$ cat src/hw/rtl/stsp_pkg.sv
// Shared constants, types and constant tables for the step-time profile block.
`timescale 1ns / 1ps
`default_nettype none
package stsp_pkg;

    // Field and datapath widths
    localparam int STEP_W   = 13;
    localparam int TIME_W   = 24;
    localparam int LEN_W    = 12;
    localparam int FLOW_W   = 7;
    localparam int VOL_W    = 10;
    localparam int STOP_W   = 11;
    localparam int ROM_AW   = 11;
    localparam int ROM_DEPTH = 2048;
    localparam int POW_W    = 21;
    localparam int RAMP_W   = 12;
    localparam int PROD_W   = 42;
    localparam int DIV_W    = 18;
    localparam int LIMIT_W  = 35;
    localparam int CPROD_W  = 36;
    localparam int PADDR_W  = 3;
    localparam int PDATA_W  = 32;
    localparam int QDEPTH   = 4;
    localparam int QPTR_W   = 2;
    localparam int QCNT_W   = 3;

    // Profile constants
    localparam int STEP_BOUND = 4096;
    localparam logic [STEP_W-1:0]  ACC_STEPS  = 13'd192;
    localparam logic [STOP_W-1:0]  DEC_STEPS  = 11'd28;
    localparam logic [RAMP_W-1:0]  T_MIN_US   = 12'd240;
    localparam logic [TIME_W-1:0]  TIME_MAX   = 24'hFF_FFFF;
    localparam logic [POW_W-1:0]   FLOW_K_Q16 = 21'd1733068;
    localparam logic [24:0]        LIMIT_K    = 25'd19200000;  // 75000 * 256
    localparam logic [FLOW_W-1:0]  FLOW_RST   = 7'd60;
    localparam logic [VOL_W-1:0]   VOL_RST    = 10'd500;

    // Register index codes (byte address bit 2)
    localparam logic REG_FLOW = 1'b0;
    localparam logic REG_VOL  = 1'b1;

    // Stop-step search sequencer
    typedef enum logic [1:0] {
        SR_IDLE,
        SR_ADDR,
        SR_MUL,
        SR_CMP
    } t_srch_state;

    // Configuration-derived values handed to the datapath
    typedef struct packed {
        logic              ready;
        logic [STOP_W-1:0] stop;
        logic [LEN_W-1:0]  len;
        logic [FLOW_W-1:0] flow;
    } t_cfg;

    // One classified word in flight
    typedef struct packed {
        logic [ROM_AW-1:0] n_idx;
        logic              kill;
        logic              beyond;
        logic              last;
        logic              flw_sel;
        logic [RAMP_W-1:0] ramp;
    } t_item;

    typedef logic [POW_W-1:0]  t_pow_tab [ROM_DEPTH];
    typedef logic [RAMP_W-1:0] t_acc_tab [256];
    typedef logic [RAMP_W-1:0] t_dec_tab [32];

    // Integer square root, bit by bit
    function automatic logic [63:0] isqrt64(input logic [63:0] v_in);
        logic [63:0] v;
        logic [63:0] r;
        logic [63:0] b;
        v = v_in;
        r = '0;
        b = 64'h4000_0000_0000_0000;
        for (int i = 0; i < 32; i++) begin
            if (b > v) b = b >> 2;
        end
        for (int i = 0; i < 32; i++) begin
            if (b != 0) begin
                if (v >= r + b) begin
                    v = v - (r + b);
                    r = (r >> 1) + b;
                end else begin
                    r = r >> 1;
                end
                b = b >> 2;
            end
        end
        return r;
    endfunction

    // floor(sqrt(floor(num / den))): largest r with den * r * r <= num
    function automatic logic [RAMP_W-1:0] ramp_root(input logic [63:0] num,
                                                    input logic [63:0] den);
        logic [RAMP_W-1:0] r;
        logic [RAMP_W-1:0] c;
        logic [63:0]       sq;
        r = '0;
        for (int i = RAMP_W - 1; i >= 0; i--) begin
            c  = r | (RAMP_W'(1) << i);
            sq = 64'(c) * 64'(c);
            if (den * sq <= num) r = c;
        end
        return r;
    endfunction

    // n^1.1605 in Q8 for n = 0 .. ROM_DEPTH-1
    function automatic t_pow_tab build_pow();
        t_pow_tab    tab;
        logic [63:0] t [17];
        logic [63:0] y;
        logic [63:0] frac;
        logic [63:0] lg;
        logic [63:0] m;
        logic [63:0] f;
        logic [63:0] r;
        logic [63:0] q;
        logic [63:0] e;
        t[0] = 64'd2 << 30;
        for (int k = 1; k <= 16; k++) t[k] = isqrt64(t[k-1] << 30);
        for (int n = 0; n < ROM_DEPTH; n++) begin
            if (n == 0) begin
                tab[n] = '0;
            end else begin
                e = 0;
                for (int i = 0; i < 31; i++) begin
                    if ((64'(n) >> e) > 1) e = e + 1;
                end
                y = 64'(n) << (30 - e);
                frac = 0;
                for (int i = 0; i < 16; i++) begin
                    y = (y * y) >> 30;
                    frac = frac << 1;
                    if (y >= (64'd2 << 30)) begin
                        y = y >> 1;
                        frac = frac | 64'd1;
                    end
                end
                lg = (e << 16) | frac;
                m = (lg * 64'd76055) >> 16;
                q = m >> 16;
                f = m & 64'hFFFF;
                r = 64'd1 << 30;
                for (int k = 1; k <= 16; k++) begin
                    if (((f >> (16 - k)) & 64'd1) != 0) r = (r * t[k]) >> 30;
                end
                if (q > 30) q = 30;
                r = (r << q) >> 22;
                tab[n] = r[POW_W-1:0];
            end
        end
        return tab;
    endfunction

    // Acceleration ramp period per step, 240 at step 0 and past the ramp
    function automatic t_acc_tab build_acc();
        t_acc_tab    tab;
        for (int n = 0; n < 256; n++) begin
            if (n >= 1 && n <= 192) begin
                tab[n] = ramp_root(64'd100000000, 64'd9 * 64'(n));
            end else begin
                tab[n] = T_MIN_US;
            end
        end
        return tab;
    endfunction

    // Deceleration ramp period by distance to the stop step
    function automatic t_dec_tab build_dec();
        t_dec_tab    tab;
        for (int d = 0; d < 32; d++) begin
            if (d >= 1 && d <= 29) begin
                tab[d] = ramp_root(64'd5000000, 64'd3 * 64'(d));
            end else begin
                tab[d] = T_MIN_US;
            end
        end
        return tab;
    endfunction

    localparam t_acc_tab ACC_TAB = build_acc();
    localparam t_dec_tab DEC_TAB = build_dec();

endpackage
`default_nettype wire

$ cat src/hw/rtl/stsp_front.sv
// Front end: accepts step words, classifies them, looks up ramp terms, queues them.
`timescale 1ns / 1ps
`default_nettype none
module stsp_front (
    input  wire logic                        i_clk,
    input  wire logic                        i_rst_n,
    input  wire stsp_pkg::t_cfg              i_cfg,
    input  wire logic                        i_in_valid,
    output logic                             o_in_ready,
    input  wire logic [stsp_pkg::STEP_W-1:0] i_step_number,
    output logic                             o_q_valid,
    output stsp_pkg::t_item                  o_q_item,
    input  wire logic                        i_q_pop
);
    import stsp_pkg::*;

    t_item              r_mem [QDEPTH];
    logic [QPTR_W-1:0]  r_wptr;
    logic [QPTR_W-1:0]  r_rptr;
    logic [QCNT_W-1:0]  r_cnt;

    logic               push;
    logic [STEP_W-1:0]  stop_x;
    logic [STEP_W-1:0]  len_x;
    logic [STOP_W-1:0]  lowb;
    logic [STEP_W-1:0]  gap;
    logic               in_win;
    logic [RAMP_W-1:0]  acc;
    logic [RAMP_W-1:0]  dec;
    t_item              item;

    assign o_in_ready = (r_cnt != QCNT_W'(QDEPTH)) && i_cfg.ready;
    assign push       = i_in_valid && o_in_ready;

    // classify and pick up the ramp terms
    always_comb begin
        stop_x = {{(STEP_W-STOP_W){1'b0}}, i_cfg.stop};
        len_x  = {{(STEP_W-LEN_W){1'b0}}, i_cfg.len};
        lowb   = (i_cfg.stop > DEC_STEPS) ? i_cfg.stop - DEC_STEPS : '0;
        in_win = (i_step_number >= {{(STEP_W-STOP_W){1'b0}}, lowb}) &&
                 (i_step_number <= stop_x);
        gap    = stop_x + STEP_W'(1) - i_step_number;
        acc    = (i_step_number <= ACC_STEPS) ? ACC_TAB[i_step_number[7:0]] : T_MIN_US;
        dec    = in_win ? DEC_TAB[gap[4:0]] : T_MIN_US;

        item.n_idx   = i_step_number[ROM_AW-1:0];
        item.beyond  = (i_step_number != '0) && (i_step_number > len_x);
        item.kill    = (i_step_number == '0) || item.beyond;
        item.last    = !item.kill && (i_step_number == len_x);
        item.flw_sel = stop_x > i_step_number;
        item.ramp    = (acc > dec) ? acc : dec;
    end

    // word queue
    always_ff @(posedge i_clk) begin
        if (push) r_mem[r_wptr] <= item;
    end

    always_ff @(posedge i_clk) begin
        if (!i_rst_n) begin
            r_wptr <= '0;
            r_rptr <= '0;
            r_cnt  <= '0;
        end else begin
            if (push)    r_wptr <= r_wptr + 1'b1;
            if (i_q_pop) r_rptr <= r_rptr + 1'b1;
            unique case ({push, i_q_pop})
                2'b10:   r_cnt <= r_cnt + 1'b1;
                2'b01:   r_cnt <= r_cnt - 1'b1;
                default: r_cnt <= r_cnt;
            endcase
        end
    end

    assign o_q_valid = (r_cnt != '0);
    assign o_q_item  = r_mem[r_rptr];
endmodule
`default_nettype wire

$ cat config.mk
export PLATFORM = sky130hd
export DESIGN_NAME = stsp_front
export DESIGN_NICKNAME = d
export VERILOG_FILES = /design/src/hw/rtl/stsp_pkg.sv /design/src/hw/rtl/stsp_front.sv
export SDC_FILE = /design/constraint.sdc
export NUM_CORES = 1
export LEC_CHECK = 0
export BUFFER_PORTS_ARGS = -buffer_cell sky130_fd_sc_hd__buf_2
export CORE_MARGIN = 2
export CORE_UTILIZATION = 55
export CTS_CLUSTER_SIZE = 28
export DETAILED_ROUTE_END_ITERATION = 16
export PLACE_DENSITY = 0.75
export SLEW_MARGIN = 20
export SYNTH_ARGS = -nofsm -noshare
export SYNTH_HDL_FRONTEND = slang
export SYNTH_SLANG_ARGS = --single-unit
export TNS_END_PERCENT = 50
$ cat constraint.sdc
create_clock -name i_clk -period 12.5 [get_ports i_clk]
set_input_delay 1.25 -clock i_clk [delete_from_list [all_inputs] [get_ports i_clk]]
set_output_delay 1.25 -clock i_clk [all_outputs]
set_load 0.05 [all_outputs]
# [After elaboration in Yosys (flattened, before gate mapping)]
# Memories as Yosys holds them, arrays and structs flattened. A register that Yosys moved wholly into a read port is not among the register bits.
# Index checks and enable logic that the tools add are counted.
[word_totals] mem_count=3 reg_bits=7 elab_cells=52 ram_bits=108 mem_bits_ro=3456 output_inout_bits=29 in_bits=48
[classes] reduce_logical=11 n_addsub=7 n_eq_ne=4 mux=13 magnitude_cmp=9 bitwise=2
[mem_list] memory="(no name shown)" depth=256 width=12 rd=1 rd_ports_with_merged_regs=0 wr=0 line="stsp_front.sv:43" rtl="acc = (i_step_number <= ACC_STEPS) ? ACC_TAB[i_step_number[7:0]] : T_MIN_US;"
[mem_list] memory="(no name shown)" depth=32 width=12 rd=1 rd_ports_with_merged_regs=0 wr=0 line="stsp_front.sv:44" rtl="dec = in_win ? DEC_TAB[gap[4:0]] : T_MIN_US;"
[mem_list] memory="r_mem" depth=4 width=27 rd=1 rd_ports_with_merged_regs=1 wr=1 line="stsp_front.sv:17" rtl="t_item r_mem [QDEPTH];"
[ops] cell="12-bit two-way mux" count=7
[ops] cell="13-bit by 12-bit == test with 1-bit output" count=1
[ops] cell="13-bit by 11-bit >= comparator with 1-bit output" count=1
[ops] cell="11-bit by 13-bit greater-than comparator with 1-bit output" count=1
[ops] cell="13-bit by 12-bit greater-than comparator with 1-bit output" count=1
[ops] cell="13-bit by 11-bit <= comparator with 1-bit output" count=1
[ops] cell="13-bit by 8-bit <= comparator with 1-bit output, second input constant" count=1
[ops] cell="13-bit logical NOT" count=1
[ops] cell="13-bit nonzero test" count=1
[ops] cell="12-bit greater-than comparator" count=1
[ops] cell="11-bit by 5-bit greater-than comparator with 1-bit output, second input constant" count=1
[ops] cell="11-bit two-way mux" count=1
[ops] cell="11-bit by 5-bit subtractor with 11-bit output, second input constant" count=1
[ops] cell="9-bit >= comparator, second input constant" count=1
[ops] cell="8-bit inverter with 9-bit output" count=1
[ops] cell="6-bit >= comparator, second input constant" count=1
[ops] cell="5-bit inverter with 6-bit output" count=1
[ops] cell="3-bit one-hot mux with 2 select lines" count=1
[ops] cell="5-bit by 1-bit adder with 5-bit output, second input constant" count=1
[ops] cell="1-bit logical AND" count=5
[ops] cell="5-bit subtractor" count=1
[ops] cell="2-bit by 1-bit adder with 2-bit output, second input constant" count=2
[ops] cell="2-bit two-way mux" count=2
[ops] cell="3-bit by 1-bit adder with 3-bit output, second input constant" count=1
[ops] cell="other kinds (9)" count=10

# [Longest topological paths before layout]
[logic_depth] depth_word=9 ltp_mapped=23 ltp_nobuf=19

# [Least setup slack after synthesis]
# No wires, ideal clock.
[synth_path] path_kind="input to register" from="in i_cfg[26] (netlist name)" to="mem r_mem[0][0] (netlist name) (data pin)" stages=20 n_path_buf=2 arrival_time_ps=5849 setup_time_ps=267 required_ps=12233 setup_slack_ps=6385 path_cell_list="or3_1 > or2_2 > a2111o_1 > clkbuf_1 > and2_1 > ha_1 > nand2b_1 > a211o_1 > a211oi_1 > a211oi_1 > nand3_1 > or3_1 > ha_1 > nor2b_1 > o211ai_1 > a21oi_1 > o31ai_1 > and2_1 > buf_6 > mux2_2"
[synth_rtl] element="from (decl)" line="stsp_front.sv:7" rtl="input wire stsp_pkg::t_cfg i_cfg,"
[synth_rtl] element="to (decl)" line="stsp_front.sv:17"

==> reports/metrics.yaml <==
status: "complete, no violations"
cellInternalPower_uw: 860
post_cts_resized: 0
max_freq_mhz: 140
swShare_pct: 32.0
drv_slew: 0
htreeDepth: 4
totalWireLength_um: 22900
numCtsBuffers: 17
antennaDiodeCount: 0
worst-path-max-fanout: 61
finalHoldViolCount: 0
avgSynthCellArea_um2: 10.5
grt_antenna_before_repair: 0
design.core.area_um2: 15300
syn-num-nets: 957
ios: 77
synth.ff_latch_count: 117
power.share.sequential_pct: 35.9
power_leakage_uw: 0.00373
dp_hpwl_um: 15300
drc: 0
power_frac_clock_pct: 35.8
clock_path_buffers: 2
area_growth_pct: 11.5
async_reset_ff_share_pct: 0
wl_per_cell_um: 20.8
synthCells: 831
regArea_um2: 3420
fillCellCount: 1199
die_h_um: 130
finalCritPeriodShare_pct: 57.0
nNetsFinal: 1001
dpl-instance-area_um2: 9140
num_rows: 45
worstMarginPinSlew_ns: 1.03
power_density_nw_per_um2: 130
ant_nets: 0
synth_edf_count: 108
design_area_um2: 9710
grt_usage_pct: 27.8
fin_worst_skew_ns: 0.00552
routed_via_density: 6.54
setup_violations: 0
period_minus_slack_ns: 7.12
finalSetupTns_ns: 0
cts_setup_buffers: 0
relSlewSlack_pct: 31.3
start_util_pct: 56.9
numPortBuffers: 69
cap_violations: 0
hold_class: "reg2reg"
dr.first_iter.drc_count: 1016
critPathRequiredTime_ns: 12.64
synth_cell_types: 79
grt_pass1_vias: 6645
drtPass1Iterations: 7
p_comb_share_pct: 28.3
yosysMostFrequentCell: "edfxtp_1"
grt_overflow: 0
synth_area_leaders: "edfxtp_1, ha_1, mux4_2"
p_sw_uw: 405
ys_warn_count: 0
synth_top_area_share_pct: 37.2
cts_sinks: 117
yosys-top-cells-count: "edfxtp_1, ha_1, nand2_1"
cts.clk_slew.worst_paths_ns: 0.05
final_core_util_pct: 63.4
end_kind: "flop"
vias: 7186
grt_pass1_wl_um: 36000
fp.dieW_um: 130
holdBufCountCts: 0
yosysTopAreaCell: "edfxtp_1"
gp_congestion: 0.998
startpoint_type: "input port"
arrival_ns: 7.27
yosysSeqAreaShare_pct: 39.3
clock_latency_ns: 0.40
ir_drop_uv: 114
root_buffer: "clkbuf_16"
synth_area_um2: 8710
grt_start_max_net_pins: 78
design.die.area_um2: 16900
multi_input_area_um2: 4840
rsz0062_at_grt: "false"
synth_flop_cell: "edfxtp_1"
drive_gt1_share_pct: 17.9
cts_tree: "yes"
path_class: "in2reg"
## logic make-up (layout without fill, tap and decap cells)
logic type      count (synthesis)  in the layout  share of synthesized area [%]
flops                         117            117                           39.3
fa+ha+maj                      78             78                           11.5
simple gates                  246            246                           14.8
mux                            51             51                           10.5
xor+xnor                       17             17                           1.80
buf+inv                       108            165                           5.12
compound gates                214            214                           17.1
## final cells by class
class	count	share of cell area (%)
clock buffers	18	4.42
inverters	56	2.17
clock inverters	14	1.38
repair buffers	77	4.18
multi-input cells	606	49.9
flip-flops and latches	117	35.3
well taps	211	2.72
## sequential cells by signal, indices dropped and copies added, names as in the netlist, named ones only
signal,flops
r_rptr,2
r_mem,108
r_wptr,2
r_cnt,3
## worst paths after layout
kind                           from                      to  slack, ns  cells after the start
max                i_step_number[2]  r_mem[0][10]$_DFFE_PP_       5.38                     17
min          r_wptr[1]$_SDFFE_PN0P_  r_wptr[1]$_SDFFE_PN0P_       0.53                      2
max reg2reg   r_cnt[0]$_SDFFE_PN0P_   r_cnt[2]$_SDFFE_PN0P_      10.06                     10
min reg2reg  r_wptr[1]$_SDFFE_PN0P_  r_wptr[1]$_SDFFE_PN0P_       0.53                      2
## power by group through the flow
| stage | clock, uW | sequential, uW | combinational (uW) |
|---|---|---|---|
| CTS | 460 | 455 | 352 |
| global route | 477 | 456 | 386 |
| detailed placement | 0 | 462 | 347 |
| finish | 453 | 454 | 357 |
| global placement | 0 | 461 | 345 |
| floorplan | 0 | 455 | 277 |
## stage by stage
| step | worst slack [ns] | hold WS (ns) | power (uW) | cells |
|---|---|---|---|---|
| 2_1_floorplan | 6.38 | 0.472 | 733 | 831 |
| 3_3_place_gp | 5.23 | 0.498 | 806 | 1067 |
| 3_5_place_dp | 5.18 | 0.522 | 810 | 1067 |
| 4_1_cts | 5.56 | 0.529 | 1270 | 1099 |
| 5_1_grt | 4.98 | 0.575 | 1320 | 1099 |
| 6_report | 5.38 | 0.530 | 1260 | 1099 |
## critical path, cell delays in order
cell and delay [ns]:
buf_2 0.07, buf_4 0.48, inv_1 0.42, ha_1 0.47
inv_1 0.09, fa_1 1.02, inv_1 0.36, o21ai_0 0.40
a21oi_1 0.07, a211o_1 0.24, a211oi_1 0.36, ha_1 0.30
nand4_1 0.09, a21oi_1 0.06, o31ai_1 0.61, and2_1 0.44
mux2i_1 0.50
## layout by cell type, fill, tap and decap left out, drive strengths merged, types with 6 or more instances in the layout
cell type | synthesis | final
nor2 | 39 | 39
edfxtp | 108 | 108
nor3 | 27 | 27
nor2b | 18 | 18
o211ai | 20 | 20
and3 | 11 | 11
a211o | 6 | 6
and2 | 15 | 15
o311ai | 12 | 12
inv | 54 | 56
mux4 | 31 | 31
a2111oi | 6 | 6
xnor2 | 10 | 10
nand2b | 17 | 17
ha | 75 | 75
clkbuf | 26 | 18
a211oi | 16 | 16
dfxtp | 9 | 9
a31oi | 10 | 10
mux2 | 9 | 9
or3 | 7 | 7
nand4 | 8 | 8
o31ai | 10 | 10
nand3 | 20 | 20
nor4 | 6 | 6
buf | 26 | 77
clkinv | 2 | 9
or2 | 6 | 6
a21oi | 39 | 39
xor2 | 7 | 7
nand2 | 58 | 58
o21ai | 44 | 44
mux2i | 11 | 11
## per-layer routing
metal	vias up	routed length, um	global-route usage, %
met2	426	10300	42.1
met4	0	859	12.1
met1	3405	9630	39.5
li1	3292	-	-
met5	-	0	0
met3	63	2110	4.76
(Power assumes the default switching activity.)
