File: src/hw/rtl/stsp_pkg.sv
// Shared constants, types and constant tables for the step-time profile block.
`timescale 1ns / 1ps
`default_nettype none
package stsp_pkg;

    // Field and datapath widths
    localparam int STEP_W   = 13;
    localparam int TIME_W   = 24;
    localparam int LEN_W    = 12;
    localparam int FLOW_W   = 7;
    localparam int VOL_W    = 10;
    localparam int STOP_W   = 11;
    localparam int ROM_AW   = 11;
    localparam int ROM_DEPTH = 2048;
    localparam int POW_W    = 21;
    localparam int RAMP_W   = 12;
    localparam int PROD_W   = 42;
    localparam int DIV_W    = 18;
    localparam int LIMIT_W  = 35;
    localparam int CPROD_W  = 36;
    localparam int PADDR_W  = 3;
    localparam int PDATA_W  = 32;
    localparam int QDEPTH   = 4;
    localparam int QPTR_W   = 2;
    localparam int QCNT_W   = 3;

    // Profile constants
    localparam int STEP_BOUND = 4096;
    localparam logic [STEP_W-1:0]  ACC_STEPS  = 13'd192;
    localparam logic [STOP_W-1:0]  DEC_STEPS  = 11'd28;
    localparam logic [RAMP_W-1:0]  T_MIN_US   = 12'd240;
    localparam logic [TIME_W-1:0]  TIME_MAX   = 24'hFF_FFFF;
    localparam logic [POW_W-1:0]   FLOW_K_Q16 = 21'd1733068;
    localparam logic [24:0]        LIMIT_K    = 25'd19200000;  // 75000 * 256
    localparam logic [FLOW_W-1:0]  FLOW_RST   = 7'd60;
    localparam logic [VOL_W-1:0]   VOL_RST    = 10'd500;

    // Register index codes (byte address bit 2)
    localparam logic REG_FLOW = 1'b0;
    localparam logic REG_VOL  = 1'b1;

    // Stop-step search sequencer
    typedef enum logic [1:0] {
        SR_IDLE,
        SR_ADDR,
        SR_MUL,
        SR_CMP
    } t_srch_state;

    // Configuration-derived values handed to the datapath
    typedef struct packed {
        logic              ready;
        logic [STOP_W-1:0] stop;
        logic [LEN_W-1:0]  len;
        logic [FLOW_W-1:0] flow;
    } t_cfg;

    // One classified word in flight
    typedef struct packed {
        logic [ROM_AW-1:0] n_idx;
        logic              kill;
        logic              beyond;
        logic              last;
        logic              flw_sel;
        logic [RAMP_W-1:0] ramp;
    } t_item;

    typedef logic [POW_W-1:0]  t_pow_tab [ROM_DEPTH];
    typedef logic [RAMP_W-1:0] t_acc_tab [256];
    typedef logic [RAMP_W-1:0] t_dec_tab [32];

    // Integer square root, bit by bit
    function automatic logic [63:0] isqrt64(input logic [63:0] v_in);
        logic [63:0] v;
        logic [63:0] r;
        logic [63:0] b;
        v = v_in;
        r = '0;
        b = 64'h4000_0000_0000_0000;
        for (int i = 0; i < 32; i++) begin
            if (b > v) b = b >> 2;
        end
        for (int i = 0; i < 32; i++) begin
            if (b != 0) begin
                if (v >= r + b) begin
                    v = v - (r + b);
                    r = (r >> 1) + b;
                end else begin
                    r = r >> 1;
                end
                b = b >> 2;
            end
        end
        return r;
    endfunction

    // floor(sqrt(floor(num / den))): largest r with den * r * r <= num
    function automatic logic [RAMP_W-1:0] ramp_root(input logic [63:0] num,
                                                    input logic [63:0] den);
        logic [RAMP_W-1:0] r;
        logic [RAMP_W-1:0] c;
        logic [63:0]       sq;
        r = '0;
        for (int i = RAMP_W - 1; i >= 0; i--) begin
            c  = r | (RAMP_W'(1) << i);
            sq = 64'(c) * 64'(c);
            if (den * sq <= num) r = c;
        end
        return r;
    endfunction

    // n^1.1605 in Q8 for n = 0 .. ROM_DEPTH-1
    function automatic t_pow_tab build_pow();
        t_pow_tab    tab;
        logic [63:0] t [17];
        logic [63:0] y;
        logic [63:0] frac;
        logic [63:0] lg;
        logic [63:0] m;
        logic [63:0] f;
        logic [63:0] r;
        logic [63:0] q;
        logic [63:0] e;
        t[0] = 64'd2 << 30;
        for (int k = 1; k <= 16; k++) t[k] = isqrt64(t[k-1] << 30);
        for (int n = 0; n < ROM_DEPTH; n++) begin
            if (n == 0) begin
                tab[n] = '0;
            end else begin
                e = 0;
                for (int i = 0; i < 31; i++) begin
                    if ((64'(n) >> e) > 1) e = e + 1;
                end
                y = 64'(n) << (30 - e);
                frac = 0;
                for (int i = 0; i < 16; i++) begin
                    y = (y * y) >> 30;
                    frac = frac << 1;
                    if (y >= (64'd2 << 30)) begin
                        y = y >> 1;
                        frac = frac | 64'd1;
                    end
                end
                lg = (e << 16) | frac;
                m = (lg * 64'd76055) >> 16;
                q = m >> 16;
                f = m & 64'hFFFF;
                r = 64'd1 << 30;
                for (int k = 1; k <= 16; k++) begin
                    if (((f >> (16 - k)) & 64'd1) != 0) r = (r * t[k]) >> 30;
                end
                if (q > 30) q = 30;
                r = (r << q) >> 22;
                tab[n] = r[POW_W-1:0];
            end
        end
        return tab;
    endfunction

    // Acceleration ramp period per step, 240 at step 0 and past the ramp
    function automatic t_acc_tab build_acc();
        t_acc_tab    tab;
        for (int n = 0; n < 256; n++) begin
            if (n >= 1 && n <= 192) begin
                tab[n] = ramp_root(64'd100000000, 64'd9 * 64'(n));
            end else begin
                tab[n] = T_MIN_US;
            end
        end
        return tab;
    endfunction

    // Deceleration ramp period by distance to the stop step
    function automatic t_dec_tab build_dec();
        t_dec_tab    tab;
        for (int d = 0; d < 32; d++) begin
            if (d >= 1 && d <= 29) begin
                tab[d] = ramp_root(64'd5000000, 64'd3 * 64'(d));
            end else begin
                tab[d] = T_MIN_US;
            end
        end
        return tab;
    endfunction

    localparam t_acc_tab ACC_TAB = build_acc();
    localparam t_dec_tab DEC_TAB = build_dec();

endpackage
`default_nettype wire

File: src/hw/rtl/stsp_back.sv
// Back end: power lookup, flow scaling, pipelined divide by flow, max and output register.
`timescale 1ns / 1ps
`default_nettype none
module stsp_back (
    input  wire logic                         i_clk,
    input  wire logic                         i_rst_n,
    input  wire stsp_pkg::t_cfg               i_cfg,
    input  wire logic                         i_q_valid,
    input  wire stsp_pkg::t_item              i_q_item,
    output logic                              o_q_pop,
    output logic      [stsp_pkg::ROM_AW-1:0]  o_rom_addr,
    output logic                              o_rom_en,
    input  wire logic [stsp_pkg::POW_W-1:0]   i_rom_data,
    output logic                              o_out_valid,
    input  wire logic                         i_out_ready,
    output logic      [stsp_pkg::TIME_W-1:0]  o_step_time_us,
    output logic      [stsp_pkg::LEN_W-1:0]   o_profile_length,
    output logic                              o_last_step,
    output logic                              o_beyond_profile
);
    import stsp_pkg::*;

    logic               adv;
    logic               r_v1;
    t_item              r_it1;
    logic               r_v2;
    t_item              r_it2;
    logic [PROD_W-1:0]  r_prod;

    logic               r_dv  [DIV_W];
    t_item              r_dit [DIV_W];
    logic [FLOW_W-1:0]  r_drem[DIV_W];
    logic [DIV_W-1:0]   r_dx  [DIV_W];

    logic [FLOW_W-1:0]  src_rem[DIV_W];
    logic [DIV_W-1:0]   src_x  [DIV_W];
    logic [FLOW_W-1:0]  nxt_rem[DIV_W];
    logic [DIV_W-1:0]   nxt_x  [DIV_W];

    logic               r_ov;
    logic [TIME_W-1:0]  r_time;
    logic [LEN_W-1:0]   r_len;
    logic               r_last;
    logic               r_beyond;

    t_item              fin;
    logic [DIV_W-1:0]   quo;
    logic [TIME_W-1:0]  flw;
    logic [TIME_W-1:0]  ramp_x;
    logic [TIME_W-1:0]  tmax;

    // whole pipeline moves together unless the output word is held
    assign adv        = !r_ov || i_out_ready;
    assign o_q_pop    = adv && i_q_valid;
    assign o_rom_en   = adv;
    assign o_rom_addr = i_q_item.n_idx;

    // stage 1 (ROM read) and stage 2 (scale by flow constant)
    always_ff @(posedge i_clk) begin
        if (!i_rst_n) begin
            r_v1 <= 1'b0;
            r_v2 <= 1'b0;
        end else if (adv) begin
            r_v1 <= i_q_valid;
            r_v2 <= r_v1;
        end
    end

    always_ff @(posedge i_clk) begin
        if (adv) begin
            r_it1  <= i_q_item;
            r_it2  <= r_it1;
            r_prod <= PROD_W'(i_rom_data) * PROD_W'(FLOW_K_Q16);
        end
    end

    // restoring divide by flow, one quotient bit per stage
    always_comb begin
        src_rem[0] = '0;
        src_x[0]   = r_prod[PROD_W-1 -: DIV_W];
        for (int k = 1; k < DIV_W; k++) begin
            src_rem[k] = r_drem[k-1];
            src_x[k]   = r_dx[k-1];
        end
        for (int k = 0; k < DIV_W; k++) begin
            logic [FLOW_W:0] sh;
            logic            ge;
            sh = {src_rem[k], src_x[k][DIV_W-1]};
            ge = sh >= {1'b0, i_cfg.flow};
            nxt_rem[k] = ge ? FLOW_W'(sh - {1'b0, i_cfg.flow}) : FLOW_W'(sh);
            nxt_x[k]   = {src_x[k][DIV_W-2:0], ge};
        end
    end

    always_ff @(posedge i_clk) begin
        if (!i_rst_n) begin
            for (int k = 0; k < DIV_W; k++) r_dv[k] <= 1'b0;
        end else if (adv) begin
            r_dv[0] <= r_v2;
            for (int k = 1; k < DIV_W; k++) r_dv[k] <= r_dv[k-1];
        end
    end

    always_ff @(posedge i_clk) begin
        if (adv) begin
            r_dit[0] <= r_it2;
            for (int k = 1; k < DIV_W; k++) r_dit[k] <= r_dit[k-1];
            for (int k = 0; k < DIV_W; k++) begin
                r_drem[k] <= nxt_rem[k];
                r_dx[k]   <= nxt_x[k];
            end
        end
    end

    // flow term clamp and the final max
    always_comb begin
        fin    = r_dit[DIV_W-1];
        quo    = r_dx[DIV_W-1];
        ramp_x = {{(TIME_W-RAMP_W){1'b0}}, fin.ramp};
        if (!fin.flw_sel)
            flw = {{(TIME_W-RAMP_W){1'b0}}, T_MIN_US};
        else if (i_cfg.flow == '0)
            flw = TIME_MAX;
        else if (quo < {{(DIV_W-RAMP_W){1'b0}}, T_MIN_US})
            flw = {{(TIME_W-RAMP_W){1'b0}}, T_MIN_US};
        else
            flw = {{(TIME_W-DIV_W){1'b0}}, quo};
        tmax = (flw > ramp_x) ? flw : ramp_x;
    end

    // output register
    always_ff @(posedge i_clk) begin
        if (!i_rst_n) r_ov <= 1'b0;
        else if (adv) r_ov <= r_dv[DIV_W-1];
    end

    always_ff @(posedge i_clk) begin
        if (adv) begin
            r_time   <= fin.kill ? '0 : tmax;
            r_len    <= i_cfg.len;
            r_last   <= fin.last;
            r_beyond <= fin.beyond;
        end
    end

    assign o_out_valid      = r_ov;
    assign o_step_time_us   = r_time;
    assign o_profile_length = r_len;
    assign o_last_step      = r_last;
    assign o_beyond_profile = r_beyond;
endmodule
`default_nettype wire
File: config.mk
export PLATFORM = sky130hd
export DESIGN_NAME = stsp_back
export DESIGN_NICKNAME = d
export VERILOG_FILES = /design/src/hw/rtl/stsp_pkg.sv /design/src/hw/rtl/stsp_back.sv
export SDC_FILE = /design/constraint.sdc
export NUM_CORES = 2
export LEC_CHECK = 0
export ABC_CLOCK_PERIOD_IN_PS = 105000
export BUFFER_PORTS_ARGS = -buffer_cell sky130_fd_sc_hd__buf_2
export CELL_PAD_IN_SITES_DETAIL_PLACEMENT = 0
export CELL_PAD_IN_SITES_GLOBAL_PLACEMENT = 1
export CORE_UTILIZATION = 40
export CTS_BUF_LIST = sky130_fd_sc_hd__clkbuf_4 sky130_fd_sc_hd__clkbuf_8
export DETAILED_ROUTE_END_ITERATION = 6
export PLACE_DENSITY = 0.73
export SLEW_MARGIN = 5
export SYNTH_ARGS = -nofsm -noshare
export SYNTH_HDL_FRONTEND = slang
export SYNTH_SLANG_ARGS = --single-unit
File: constraint.sdc
create_clock -name i_clk -period 105 [get_ports i_clk]
set_input_delay 21 -clock i_clk [delete_from_list [all_inputs] [get_ports i_clk]]
set_output_delay 21 -clock i_clk [all_outputs]
set_load 0.02 [all_outputs]
After elaboration in Yosys (flattened, before gate mapping). Memories as Yosys holds them, arrays and structs flattened. A register that Yosys moved wholly into a read port is not among the register bits. Cells that the tools add are included.

Register bits after elaboration: 134. RAM bits: 954. Input port bits: 83. Logic and storage cells: 133. Memories: 4.

Add/sub/neg operators: 18. Multipliers: 1. Magnitude comparators: 20. Mux-type cells: 45. Bitwise logic cells: 19. Reductions and logical operators: 6.

Memories: r_dit (depth 18, bits a word 27, rd ports 18, clocked after Yosys merged registers in 0, write ports 18, RTL line stsp_back.sv:31) `t_item r_dit [DIV_W];`; r_dx (depth 18, bits a word 18, rd ports 18, clocked after Yosys merged registers in 0, write ports 18, RTL line stsp_back.sv:33) `logic [DIV_W-1:0] r_dx [DIV_W];`; r_drem (depth 18, bits a word 7, rd ports 17, clocked after Yosys merged registers in 0, write ports 18, RTL line stsp_back.sv:32) `logic [FLOW_W-1:0] r_drem[DIV_W];`; r_dv (depth 18, bits a word 1, rd ports 18, clocked after Yosys merged registers in 1, write ports 18, RTL line stsp_back.sv:30) `logic r_dv [DIV_W];`.

Operators with widths (number): $ge A8 B7 Y1 (17); $mux W7 (18); $sub A7 B7 Y7 (17); $mux W24 (2); $mul A21 B19 Y40 const B (1); $gt A24 B12 Y1 (1); $mux W1 (23); $lt A18 B8 Y1 const B (1); $mux W18 (1); $or A1 B1 Y1 (18); $mux W12 (1); $ge A1 B7 Y1 (1); $logic_not A7 Y1 (1); $sub A1 B7 Y7 (1); $logic_not A1 Y1 (2); $reduce_or A2 Y1 (1); $logic_and A1 B1 Y1 (1); $logic_or A1 B1 Y1 (1); $not A1 Y1 (1).

Logic depth before layout (Yosys ltp). An unclocked memory read counts as a cell.

Word-level depth: 8. Depth in mapped cells: 22.

Worst setup path before layout. No wires, ideal clock.

Path type: input port to output port. Start point: in i_out_ready. End point: out o_rom_en. Arrival time: 43.423 ns. Required time: 84.000 ns. Slack: 40.577 ns. Cell stages on the path: 3. Buffers on the path: 1. Cell sequence: nor2b_1 -> inv_1 -> clkbuf_1.

Longest elaborated chain between the ends: 1.

Ends and longest elaborated chain: start: declaration (RTL line stsp_back.sv:15) `input wire logic i_out_ready,`; $logic_or A1 B1 Y1 (RTL line stsp_back.sv:53) `assign adv = !r_ov || i_out_ready;`; end: declaration (RTL line stsp_back.sv:12) `output logic o_rom_en,`.

Every way passes these cells.

Worst setup path after layout. Same ends and word-level chain as after synthesis.

==> metrics.md <==
| Metric | Value |
|---|---|
| Number of enable flip-flop cells after synthesis | 815 |
| Place WS | ~60000 ps |
| FF+latch area | between 0.02 and 0.025 mm2 |
| Io pins | roughly 140 |
| Number of port buffers | 100 |
| Tcrit/Tclk final | 41.2% |
| Async SR Flop Fraction | 0% |
| Area grow syn2layout | 12.1% |
| FF+latch count, synth | 835 |
| WP data required | 84000 ps |
| CTS Sinks | 835 |
| Via-to-Cell Ratio | 4.70 |
| Standard-cell rows | 112 |
| 1st-iter DRT viols | roughly 1000 |
| Synth Net Count | 3015 |
| Crit path time final | 43300 ps |
| Post-CTS Hold Buffers | 0 |
| Min-Delay Path Class | reg -> reg |
| Global-route wire length before repair | just under 100 mm |
| Max Fclk | 23.1 MHz |
| Clock power frac | around 22% |
| Post-synth cell types | 57 |
| Internal | roughly 0.8 mW |
| GRT overflow | 0 |
| CP arrival | 22300 ps |
| DR pass1 iterations | 5 |
| Max clock buf depth | 3 |
| Post-Synthesis Cell Area | approximately 0.038 mm2 |
| Final core area utilization | between 40% and 50% |
| Status | completed |
| Max cap viols | 0 |
| Worst IR Drop VDD | 0.0201 mV |
| Crit Path Max Fanout | 111 |
| Total CTS buffers | 137 |
| Number of post-CTS setup repair buffers | 0 |
| Starting Density | 40.6% |
| CTS tree | yes |
| Final hold violation count | 0 |
| Pleak | 18.1 nW |
| Slew Limit Fails | 0 |
| CTS resizes | 0 |
| DP HPWL | between 30 and 40 mm |
| Via count | roughly 19000 |
| GRT Util Overall | 12.6% |
| Sw Pwr | 0.385 mW |
| Critical path type | in -> out |
| Comb pwr share | 34.3% |
| Core area | roughly 0.094 mm2 |
| Worst reg2reg path depth | 6 |
| Flop pwr share | ~43% |
| Final setup violation count | 0 |
| Avg Cell Area, Syn | 15.4 um2 |
| Overall power | around 1.2 mW |
| Sw Ratio | 32.0% |
| Seq/Total Area, Yosys | 65.4% |
| Multi-input logic area | 0.0116 mm2 |
| Worst-Margin Slew | 1250 ps |
| Post-route setup TNS | 0 ps |
| Final GP Congestion | 0.836 |
| Chip Width | between 300 and 400 um |
| Clock slew at reported path FFs | 60 ps |
| H-tree depth | 4 |
| Detailed Route WL | 58.9 mm |
| Vias in the first global route | 20100 |
| Initial antenna violation count | 1 |
| Die ar. | 0.0964 mm2 |
| Crit. End Element | output port |
| Power density over the cells | roughly 28 mW/mm2 |
| Fill count | 8175 |
| Final nets | 3223 |
| Worst slew margin | 16.6% |
| Hold Path Stages | 0 |
| Setup crit start kind | primary input |
| Root Driver | clkbuf_8 |
| Top_reg_cell synth | edfxtp_1 |
| Routed length per instance | 14.6 um |
| RSZ-0062 raised after global routing | no |
| Die height | 310 um |
| Gate Count Post-Synth | 2472 |
| Synth warnings | 0 |
| Antenna viol nets, final | 0 |
| Layout cells sized above 1 | 12.7% |
| Worst Slack Setup Final | 61700 ps |
| # DRC | 0 |
| Clock skew | 42.3 ps |
| Worst skew pair latency | 770 ps |
| Largest net degree at the start of global routing | 200 |
cell type report:
| type | count | share of cell area, % |
|---|---|---|
| antenna | 1 | 0.00587 |
| multi-input combinational | 1239 | 27.2 |
| tap | 1254 | 3.68 |
| inverter | 356 | 3.15 |
| clock buffer | 192 | 5.40 |
| timing repair buffer | 111 | 1.40 |
| sequential | 835 | 58.3 |
| clock inverter | 55 | 0.801 |
placed cells by master, fill, tap and decap left out, types with 3 or more instances in the layout:
| cell type | count |
|---|---|
| ha_1 | 310 |
| and2_1 | 3 |
| nand3_1 | 19 |
| a21boi_0 | 26 |
| inv_8 | 3 |
| or2_2 | 4 |
| buf_2 | 100 |
| nor2_1 | 57 |
| nor3_1 | 6 |
| fa_1 | 150 |
| nor2b_1 | 59 |
| edfxtp_1 | 815 |
| o211a_1 | 16 |
| nand4_1 | 23 |
| a311oi_1 | 3 |
| or4_1 | 16 |
| o21a_1 | 7 |
| nand2b_1 | 21 |
| xnor2_1 | 31 |
| dfxtp_1 | 20 |
| o21ai_0 | 148 |
| clkinv_1 | 24 |
| clkbuf_4 | 54 |
| a21oi_1 | 42 |
| a21o_1 | 27 |
| and3_1 | 11 |
| inv_6 | 6 |
| nand2_1 | 137 |
| mux2i_1 | 33 |
| inv_1 | 355 |
| buf_4 | 10 |
| inv_12 | 3 |
| clkinv_2 | 16 |
| clkbuf_8 | 138 |
| nor4_1 | 3 |
| o31ai_1 | 16 |
| xor2_1 | 40 |
power groups by stage:
stage	sequential (mW)	combinational [mW]	clock, mW
2_1_floorplan	0.518	0.325	0
3_3_place_gp	0.526	0.404	0
3_5_place_dp	0.530	0.416	0
4_1_cts	0.524	0.419	0.280
5_1_grt	0.532	0.477	0.295
6_report	0.523	0.413	0.268
per-stage QoR:
step | cells | hold slack, ps | instance area [um2]
floorplan | 2472 | 400 | 38100
global placement | 3795 | 401 | 40000
detailed placement | 3795 | 405 | 40000
CTS | 4042 | 379 | 42600
global route | 4043 | 391 | 42600
finish | 4043 | 394 | 42600
routing by layer:
metal  up-vias  global-route usage [%]  share of wire (%)
li1       9270                       -                  -
met1      9284                    15.8                 45
met2       304                    20.9                 49
met3       133                    2.95                3.7
met4         0                    5.45                2.8
met5         -                       0                  0
cell families after synthesis:
kind of cell	after synthesis	synth area share (%)
AND/OR/NAND/NOR	367	4.81
AO/OA/AOI/OAI	308	5.13
adder cells (fa/ha/maj)	460	18.1
flip-flops	835	65.4
multiplexers	33	0.868
buffers and inverters	398	4.13
XOR/XNOR	71	1.63
path summary, 6_finish.rpt:
check,start,endpoint,slack [ps]
max,i_out_ready,o_rom_en,61700
min,r_dx[10][4],r_dx[11][5],390
max reg2reg,o_out_valid,r_dx[6][3],100640
min reg2reg,r_dx[10][4],r_dx[11][5],390
Yosys cell counts, types with 2 or more instances:
cell	count	share of area, %
a211oi_1	2	0.039
a21boi_0	26	0.51
a21o_1	27	0.53
a21oi_1	42	0.55
a21oi_2	2	0.046
a22oi_1	2	0.039
a311oi_1	3	0.069
and2_1	3	0.049
and3_1	11	0.18
buf_2	13	0.17
buf_4	16	0.32
clkbuf_1	13	0.13
dfxtp_1	20	1.1
edfxtp_1	815	64
fa_1	150	7.9
ha_1	310	10
inv_1	356	3.5
mux2i_1	33	0.87
nand2_1	137	1.4
nand2b_1	21	0.35
nand3_1	19	0.25
nand4_1	23	0.38
nor2_1	57	0.56
nor2b_1	59	0.97
nor3_1	6	0.079
nor4_1	3	0.049
o211a_1	16	0.42
o211ai_1	2	0.039
o21a_1	7	0.14
o21ai_0	148	1.9
o21bai_1	2	0.039
o31ai_1	16	0.32
or2_2	4	0.066
or4_1	16	0.32
xnor2_1	31	0.71
xor2_1	40	0.92
critical path, cell delays in order:
cell and delay (ps):
buf_2 80, nor2b_1 30, buf_4 210, inv_8 510, buf_2 350
sequential cells by signal, indices dropped and copies added (netlist names), 12 cells and up:
signal	count
r_dv	18
o_step_time_us	19
r_dit	288
r_drem	119
r_dx	324
r_it1	16
r_it2	16
r_prod	18
o_profile_length	12
Power figures use the tool's default switching activity.
